==> config.mk <==
export PLATFORM = sky130hd
export DESIGN_NAME = tak_ctrl
export DESIGN_NICKNAME = d
export VERILOG_FILES = /design/src/rtl/tilt_angle_kalman_filter_top_defines.svh /design/src/rtl/tak_pkg.sv /design/src/rtl/tak_ctrl.sv
export SDC_FILE = /design/constraint.sdc
export NUM_CORES = 1
export LEC_CHECK = 0
export BUFFER_PORTS_ARGS = -buffer_cell sky130_fd_sc_hd__buf_4
export CORE_UTILIZATION = 56
export DETAILED_ROUTE_END_ITERATION = 12
export PLACE_DENSITY = 0.78
export SLEW_MARGIN = 20
export SYNTH_ARGS = -nofsm -noshare
export SYNTH_HDL_FRONTEND = slang
export SYNTH_SLANG_ARGS = --single-unit
==> constraint.sdc <==
create_clock -name clk_i -period 2.7 [get_ports clk_i]
set_input_delay 0.54 -clock clk_i [delete_from_list [all_inputs] [get_ports clk_i]]
set_output_delay 0.54 -clock clk_i [all_outputs]
set_load 0.03 [all_outputs]
==> src/rtl/tilt_angle_kalman_filter_top_defines.svh <==
// ----------------------------------------------------------------------------
// Tilt angle Kalman filter assertion macros
// Concurrent assertion wrappers; ASSERT_OFF removes them.
// ----------------------------------------------------------------------------
`ifndef TILT_ANGLE_KALMAN_FILTER_TOP_DEFINES_SVH
`define TILT_ANGLE_KALMAN_FILTER_TOP_DEFINES_SVH

`ifndef ASSERT_OFF
// clocked assertion, off during reset
`define TAK_ASSERT(label, clk, rst_n, prop) \
  label: assert property (@(posedge clk) disable iff (!rst_n) (prop)) \
    else $error("tak assertion failed");
// clocked assertion, also checked during reset
`define TAK_ASSERT_NORST(label, clk, prop) \
  label: assert property (@(posedge clk) (prop)) \
    else $error("tak assertion failed");
`else
`define TAK_ASSERT(label, clk, rst_n, prop)
`define TAK_ASSERT_NORST(label, clk, prop)
`endif

`endif

==> src/rtl/tak_pkg.sv <==
// ----------------------------------------------------------------------------
// Tilt angle Kalman filter package
// Shared types, command codes, constants and the CORDIC angle table.
// ----------------------------------------------------------------------------
`timescale 1ns / 1ps
`default_nettype none

package tak_pkg;

  localparam int CORDIC_ITERS = 40;
  localparam int DIV_STEPS    = 92;
  localparam int MUL_STEPS    = 4;

  localparam logic signed [47:0] PI_Q44         = 48'sh3243F6A8885A;
  localparam logic signed [47:0] HALF_PI_Q44    = 48'sh1921FB54442D;
  localparam logic signed [47:0] QUARTER_PI_Q44 = 48'sh0C90FDAA2217;
  localparam logic signed [47:0] Q_ONE          = 48'sh100000000000;

  // datapath commands
  localparam logic [3:0] CMD_NOP       = 4'd0;
  localparam logic [3:0] CMD_ACCEPT    = 4'd1;
  localparam logic [3:0] CMD_CORD_INIT = 4'd2;
  localparam logic [3:0] CMD_CORD_ITER = 4'd3;
  localparam logic [3:0] CMD_MUL_START = 4'd4;
  localparam logic [3:0] CMD_MUL_STEP  = 4'd5;
  localparam logic [3:0] CMD_MUL_RND   = 4'd6;
  localparam logic [3:0] CMD_MUL_FIN   = 4'd7;
  localparam logic [3:0] CMD_MUL_WB    = 4'd8;
  localparam logic [3:0] CMD_DIV_INIT  = 4'd9;
  localparam logic [3:0] CMD_DIV_ITER  = 4'd10;
  localparam logic [3:0] CMD_DIV_FIN   = 4'd11;
  localparam logic [3:0] CMD_PREP      = 4'd12;
  localparam logic [3:0] CMD_STORE     = 4'd13;

  // product sequence
  localparam logic [3:0] MUL_TS_X1   = 4'd0;
  localparam logic [3:0] MUL_TS_GYRO = 4'd1;
  localparam logic [3:0] MUL_TS_P10  = 4'd2;
  localparam logic [3:0] MUL_TS_P11  = 4'd3;
  localparam logic [3:0] MUL_TS_T01  = 4'd4;
  localparam logic [3:0] MUL_K0_E    = 4'd5;
  localparam logic [3:0] MUL_K1_E    = 4'd6;
  localparam logic [3:0] MUL_G_M00   = 4'd7;
  localparam logic [3:0] MUL_G_M01   = 4'd8;
  localparam logic [3:0] MUL_K1_M00  = 4'd9;
  localparam logic [3:0] MUL_K1_M01  = 4'd10;

  // config register indexes
  localparam logic [1:0] REG_SAMPLE_PERIOD = 2'd0;
  localparam logic [1:0] REG_NOISE_ANGLE   = 2'd1;
  localparam logic [1:0] REG_NOISE_BIAS    = 2'd2;
  localparam logic [1:0] REG_MEAS_NOISE    = 2'd3;

  typedef struct packed {
    logic [3:0] op;
    logic [3:0] mul_id;
    logic [5:0] idx;
  } tak_cmd_t;

  typedef struct packed {
    logic out_full;
  } tak_status_t;

  typedef logic [CORDIC_ITERS-1:0][47:0] tak_atan_tab_t;

  // atan(2^-i) in Q4.44, series evaluated in 64-bit integer arithmetic
  function automatic tak_atan_tab_t build_atan_tab();
    tak_atan_tab_t t;
    logic [63:0] p;
    logic [63:0] sum;
    logic [63:0] term;
    logic [63:0] rnd;
    t = '0;
    t[0] = QUARTER_PI_Q44;
    for (int i = 1; i < CORDIC_ITERS; i++) begin
      p   = 64'd1 << (62 - i);
      sum = '0;
      for (int k = 0; k < 32; k++) begin
        if (p != 64'd0) begin
          term = p / 64'(2 * k + 1);
          if ((k % 2) == 1) sum = sum - term;
          else sum = sum + term;
          if (2 * i < 63) p = p >> (2 * i);
          else p = '0;
        end
      end
      rnd  = (sum + (64'd1 << 17)) >> 18;
      t[i] = rnd[47:0];
    end
    return t;
  endfunction

  localparam tak_atan_tab_t ATAN_TAB = build_atan_tab();

  // saturate a widened sum to Q4.44
  function automatic logic signed [47:0] sat48(input logic signed [51:0] v);
    if (v[51:47] == 5'b00000 || v[51:47] == 5'b11111) return v[47:0];
    else if (v[51]) return 48'sh800000000000;
    else return 48'sh7FFFFFFFFFFF;
  endfunction

  function automatic logic signed [51:0] sx52(input logic signed [47:0] v);
    return {{4{v[47]}}, v};
  endfunction

endpackage

`default_nettype wire

==> src/rtl/tak_ctrl.sv <==
// ----------------------------------------------------------------------------
// Tilt angle Kalman filter controller
// Sequences CORDIC, shared multiplier, divider and state write-back.
// ----------------------------------------------------------------------------
`timescale 1ns / 1ps
`default_nettype none

module tak_ctrl (
  input  wire logic                 clk_i,
  input  wire logic                 rst_ni,
  input  wire logic                 in_valid_i,
  output logic                      in_stall_o,
  input  wire tak_pkg::tak_status_t status_i,
  output tak_pkg::tak_cmd_t         cmd_o
);

  localparam logic [3:0] S_IDLE   = 4'd0;
  localparam logic [3:0] S_CINIT  = 4'd1;
  localparam logic [3:0] S_CITER  = 4'd2;
  localparam logic [3:0] S_MSTART = 4'd3;
  localparam logic [3:0] S_MSTEP  = 4'd4;
  localparam logic [3:0] S_MRND   = 4'd5;
  localparam logic [3:0] S_MFIN   = 4'd6;
  localparam logic [3:0] S_MWB    = 4'd7;
  localparam logic [3:0] S_DINIT  = 4'd8;
  localparam logic [3:0] S_DITER  = 4'd9;
  localparam logic [3:0] S_DFIN   = 4'd10;
  localparam logic [3:0] S_PREP   = 4'd11;
  localparam logic [3:0] S_STORE  = 4'd12;

  logic [3:0] state_q, state_d;
  logic [6:0] cnt_q, cnt_d;
  logic [3:0] mid_q, mid_d;

  always_comb begin
    state_d      = state_q;
    cnt_d        = cnt_q;
    mid_d        = mid_q;
    cmd_o.op     = tak_pkg::CMD_NOP;
    cmd_o.mul_id = mid_q;
    cmd_o.idx    = cnt_q[5:0];
    in_stall_o   = (state_q != S_IDLE);
    unique case (state_q)
      S_IDLE: begin
        if (in_valid_i) begin
          cmd_o.op = tak_pkg::CMD_ACCEPT;
          state_d  = S_CINIT;
        end
      end
      S_CINIT: begin
        cmd_o.op = tak_pkg::CMD_CORD_INIT;
        cnt_d    = '0;
        state_d  = S_CITER;
      end
      S_CITER: begin
        cmd_o.op = tak_pkg::CMD_CORD_ITER;
        if (cnt_q == 7'(tak_pkg::CORDIC_ITERS - 1)) begin
          cnt_d   = '0;
          mid_d   = tak_pkg::MUL_TS_X1;
          state_d = S_MSTART;
        end else begin
          cnt_d = cnt_q + 7'd1;
        end
      end
      S_MSTART: begin
        cmd_o.op = tak_pkg::CMD_MUL_START;
        cnt_d    = '0;
        state_d  = S_MSTEP;
      end
      S_MSTEP: begin
        cmd_o.op = tak_pkg::CMD_MUL_STEP;
        if (cnt_q == 7'(tak_pkg::MUL_STEPS - 1)) state_d = S_MRND;
        else cnt_d = cnt_q + 7'd1;
      end
      S_MRND: begin
        cmd_o.op = tak_pkg::CMD_MUL_RND;
        state_d  = S_MFIN;
      end
      S_MFIN: begin
        cmd_o.op = tak_pkg::CMD_MUL_FIN;
        state_d  = S_MWB;
      end
      S_MWB: begin
        cmd_o.op = tak_pkg::CMD_MUL_WB;
        if (mid_q == tak_pkg::MUL_TS_T01) begin
          state_d = S_DINIT;
        end else if (mid_q == tak_pkg::MUL_K1_M01) begin
          state_d = S_STORE;
        end else begin
          mid_d   = mid_q + 4'd1;
          state_d = S_MSTART;
        end
      end
      S_DINIT: begin
        cmd_o.op = tak_pkg::CMD_DIV_INIT;
        cnt_d    = '0;
        state_d  = S_DITER;
      end
      S_DITER: begin
        cmd_o.op = tak_pkg::CMD_DIV_ITER;
        if (cnt_q == 7'(tak_pkg::DIV_STEPS - 1)) state_d = S_DFIN;
        else cnt_d = cnt_q + 7'd1;
      end
      S_DFIN: begin
        cmd_o.op = tak_pkg::CMD_DIV_FIN;
        state_d  = S_PREP;
      end
      S_PREP: begin
        cmd_o.op = tak_pkg::CMD_PREP;
        mid_d    = tak_pkg::MUL_K0_E;
        state_d  = S_MSTART;
      end
      S_STORE: begin
        // hold until the output register can take the item
        if (!status_i.out_full) begin
          cmd_o.op = tak_pkg::CMD_STORE;
          state_d  = S_IDLE;
        end
      end
      default: state_d = S_IDLE;
    endcase
  end

  always_ff @(posedge clk_i or negedge rst_ni) begin
    if (!rst_ni) begin
      state_q <= S_IDLE;
      cnt_q   <= '0;
      mid_q   <= '0;
    end else begin
      state_q <= state_d;
      cnt_q   <= cnt_d;
      mid_q   <= mid_d;
    end
  end

endmodule

`default_nettype wire

Yosys cells after proc, flatten, opt, wreduce, memory -nomap -nowiden
Cells that the tools add are included.
{ "word_totals": {"register_bits": 15, "output_inout_bits": 15, "wordCells": 58} }
{ "classes": {"addsub": 2, "n_eq_ne": 26, "n_mux": 19, "reduce_logical": 8} }
{ "op_table": {"columns": ["cell", "n"], "rows": [
  ["case mux 4 bit (13 select lines)", 2],
  ["2-to-1 mux 4 bit", 11],
  ["case mux 7 bit (4 select lines)", 1],
  ["equality test 4 bit, second input constant", 6],
  ["2-to-1 mux 7 bit", 3],
  ["equality test 4 x 3 -> 1 bit, second input constant", 5],
  ["inequality test 2 bit, second input constant", 9],
  ["case mux 4 bit (3 select lines)", 1],
  ["equality test 4 x 2 -> 1 bit, second input constant", 2],
  ["nonzero test 4 bit", 2],
  ["adder 7 x 1 -> 7 bit, second input constant", 1],
  ["equality test 7 x 2 -> 1 bit, second input constant", 1],
  ["equality test 7 x 6 -> 1 bit, second input constant", 1],
  ["equality test 7 bit, second input constant", 1],
  ["AND reduction 5 bit", 1],
  ["adder 4 x 1 -> 4 bit, second input constant", 1],
  ["equality test 4 x 1 -> 1 bit, second input constant", 1],
  ["zero test 4 bit", 1],
  ["AND reduction 4 bit", 1],
  ["AND reduction 3 bit", 1],
  ["nonzero test 3 bit", 1],
  ["OR reduction 3 bit", 1],
  ["2-to-1 mux 1 bit", 1]
]} }

Depth between registers and ports, before layout
{ "logic_depth": {"depth_word": 4, "depth_mapped": 7, "ltp_nobuf": 7} }

Least setup slack after synthesis
No wires, ideal clock.
{ "synth_path": {"path_kind": "register -> output", "startpoint": "register state_q[1]", "endpoint": "output port cmd_o[12] in the netlist's numbering", "arrival_time_ps": 1757, "t_required_ps": 2160, "slack_ps": 403, "stages_incl_launch_ff": 5, "n_path_buf": 2, "cell_sequence": "dfrtp_1 buf_2 clkbuf_1 nand2_1 o21ai_0"} }
{ "synth_rtl": {"columns": ["item", "line", "source"], "rows": [
  ["start: declaration", "tak_ctrl.sv:31", "logic [3:0] state_q, state_d;"],
  ["start signal: assignment", "tak_ctrl.sv:130", "state_q <= state_d;"],
  ["end: declaration", "tak_ctrl.sv:14", "output tak_pkg::tak_cmd_t cmd_o"]
]} }

==> metrics.cfg <==
[yosys]
yosys.area_share.xor_xnor_pct = 0.6803
yosys.area.top_type_share_pct = 29.15
yosys.area_share.simple_pct = 28.28
synth_common_cells = 15 x dfrtp_1, 11 x nor2_1, 10 x inv_1, 10 x nand2_1, 9 x nand3_1
synth_edf_count = 0
synthMuxAreaShare_pct = 0.8746
synth-adder-area-share_pct = 3.887
syn_inst = 154
synthTopCellsByArea = dfrtp_1 29%, buf_4 4.1%, ha_1 3.9%, nand3_1 3.5%, nor2_1 3.2%
ys_warn_count = 0
async_flop_share_pct = 100.0
synth_top_family_by_area = simple AND/OR/NAND/NOR gates
synthesis.area_um2 = 1287
synth_compound_area_share_pct = 27.31
synth_top_cell_by_area = dfrtp_1
synth_most_common_cell = dfrtp_1
yosysSeqAreaShare_pct = 29.15
synth_nets = 162
synth_top_flop_cell = dfrtp_1
yosysUniqueCellTypes = 53
syn_area_per_cell_um2 = 8.360
ys_seq_elements = 15

[die]
die_w_um = 49.95
io_pins = 19
die-area_um2 = 2495
rows = 16
initial_core_util_pct = 62.44
die_h_um = 49.95
core_area_um2 = 2062

[clocking]
clock_sinks = 15
postCtsHoldBufs = 0
cts_root_buf = clkbuf_4
clock_path_buffers = 2
htree_levels = 1
clkTransAtPathRegs_ns = 0.09
cts_resized = 0
cts_setup_buffers = 0
tritoncts = done
cts_made_buffers = 3
clk_latency_ns = 0.29

[setup_path]
cp_data_arrival_time_ns = 1.79
end_kind = output port
crit_path_start = state_q[0]$_DFFE_PN0P_
ff2ff_setup_slack_ns = 0.48
worst-setup-path-type = register to output port
crit_path_start_kind = register
worstPathRequired_ns = 2.16
crit_fanout = 19
regToRegStartpoint = cnt_q[0]$_DFFE_PN0P_

[timing]
whs_ns = 0.08957
tightestPinTransition_ns = 0.6963
final.setup.tns_ns = 0
hold_violations = 0
finalCriticalPeriod_ns = 2.334
fin_crit_sh_pct = 86.44
rsz0062_at_grt = no
fmax_mhz = 428.5
skew_ns = 0.003595
drv_slew = 0
setup_viol = 0
timing.slew.headroom_pct = 53.58

[grt]
top_usage_layer = met2
antenna_found_initial = 0
grt_max_degree = 24
grt_pass1_wl_mm = 5.285
grt_util_met2_pct = 42.79
grt_remaining_overflow = 0
grtUsageMet3_pct = 2.160
grt_pass1_vias = 1106
use_met1_pct = 40.69
grt_use_total_pct = 27.51

[place]
dp_cells = 185
hpwlAfterDp_mm = 2.147
place_congestion = 0.8664
port_buffers = 18

[drt]
drt_iter0_drc = 29
viasPerCell = 6.392
vias = 1208
routedWlPerCell_um = 15.94
dr.pass1.iters = 4
wl_mm = 3.012
drcViolationCount = 0
drtAntennaViolNets = 0

[power_and_ir_drop]
peakVddDrop_uv = 223.3
p_leak_uw = 0.0006066
pwr_density_cell_nw_per_um2 = 261.8

[finish]
drive_above_1_share_pct = 22.22
antennaDiodeCount = 0
instances_no_fill = 189
syn_to_final_growth_pct = 8.843
fin_util_pct = 67.96
fin_nets = 171

[job]
maxCapViolCount = 0

[run_status]
status = completed

[min_path]
hold_path_class = input pin to asynchronous set/reset pin

## final timing paths
kind                                           to  cells after the start
max                                     cmd_o[12]                      3
min                        state_q[0]$_DFFE_PN0P_                      1
max reg2reg                  cnt_q[4]$_DFFE_PN0P_                      6
min reg2reg                  cnt_q[0]$_DFFE_PN0P_                      1
max in group asynchronous    mid_q[1]$_DFFE_PN0P_                      1
min in group clk_i           cnt_q[0]$_DFFE_PN0P_                      1
## where the power goes
part	switching, uW	internal (uW)
clock	75.5	57.5
sequential	0	224
combinational	6.12	3.32
total	81.6	285
## stage by stage
step	setup WS, ns	total power (uW)	cell area, um^2
3_3_place_gp	0.6289	238.4	1375
3_5_place_dp	0.5240	238.7	1375
6_report	0.3661	366.8	1401
4_1_cts	0.3718	370.6	1401
2_1_floorplan	0.4034	230.1	1287
5_1_grt	0.1895	379.0	1401
## metal layers
metal,vias to the layer above,share of wire [%]
li1,579,-
met1,575,46
met2,48,48
met3,6,5.1
met4,0,1.4
met5,-,0
## cell type report
type	instances	area (um^2)
Clock buffer	4	26.28
Fill cell	181	660.6
Inverter	10	37.54
Multi-Input combinational cell	114	785.8
Sequential cell	15	375.4
Tap cell	27	33.78
Timing Repair Buffer	19	142.6
## critical path: stages (launching register included)
cell and delay (ns):
dfrtp_1 0.75, nand2_1 0.32, o21ai_0 0.24, buf_4 0.19
## cell families (layout without fill, tap and decap cells)
logic type | after synthesis | count (layout)
and+or+nand+nor | 61 | 61
AOI/OAI and AO/OA | 47 | 47
buffers and inverters | 25 | 33
DFF | 15 | 15
adders and majority gates | 4 | 4
xor gates and xnor gates | 1 | 1
muxes | 1 | 1
## registers in the layout, indices dropped and copies added (netlist names)
signal   count
cnt_q        7
mid_q        4
state_q      4
## placed cells by master (no fill, tap or decap), drive strengths merged, types with 3 or more instances in the layout
master	instances
buf	19
nand2	10
o22ai	4
and3	3
ha	4
clkbuf	4
a2bb2oi	3
or3	3
nand2b	4
nand3b	3
nor3	4
o21ai	13
nand3	10
dfrtp	15
nor2	12
a21oi	8
a31oi	6
inv	10
Note: power is estimated with default switching activity, not from simulation.
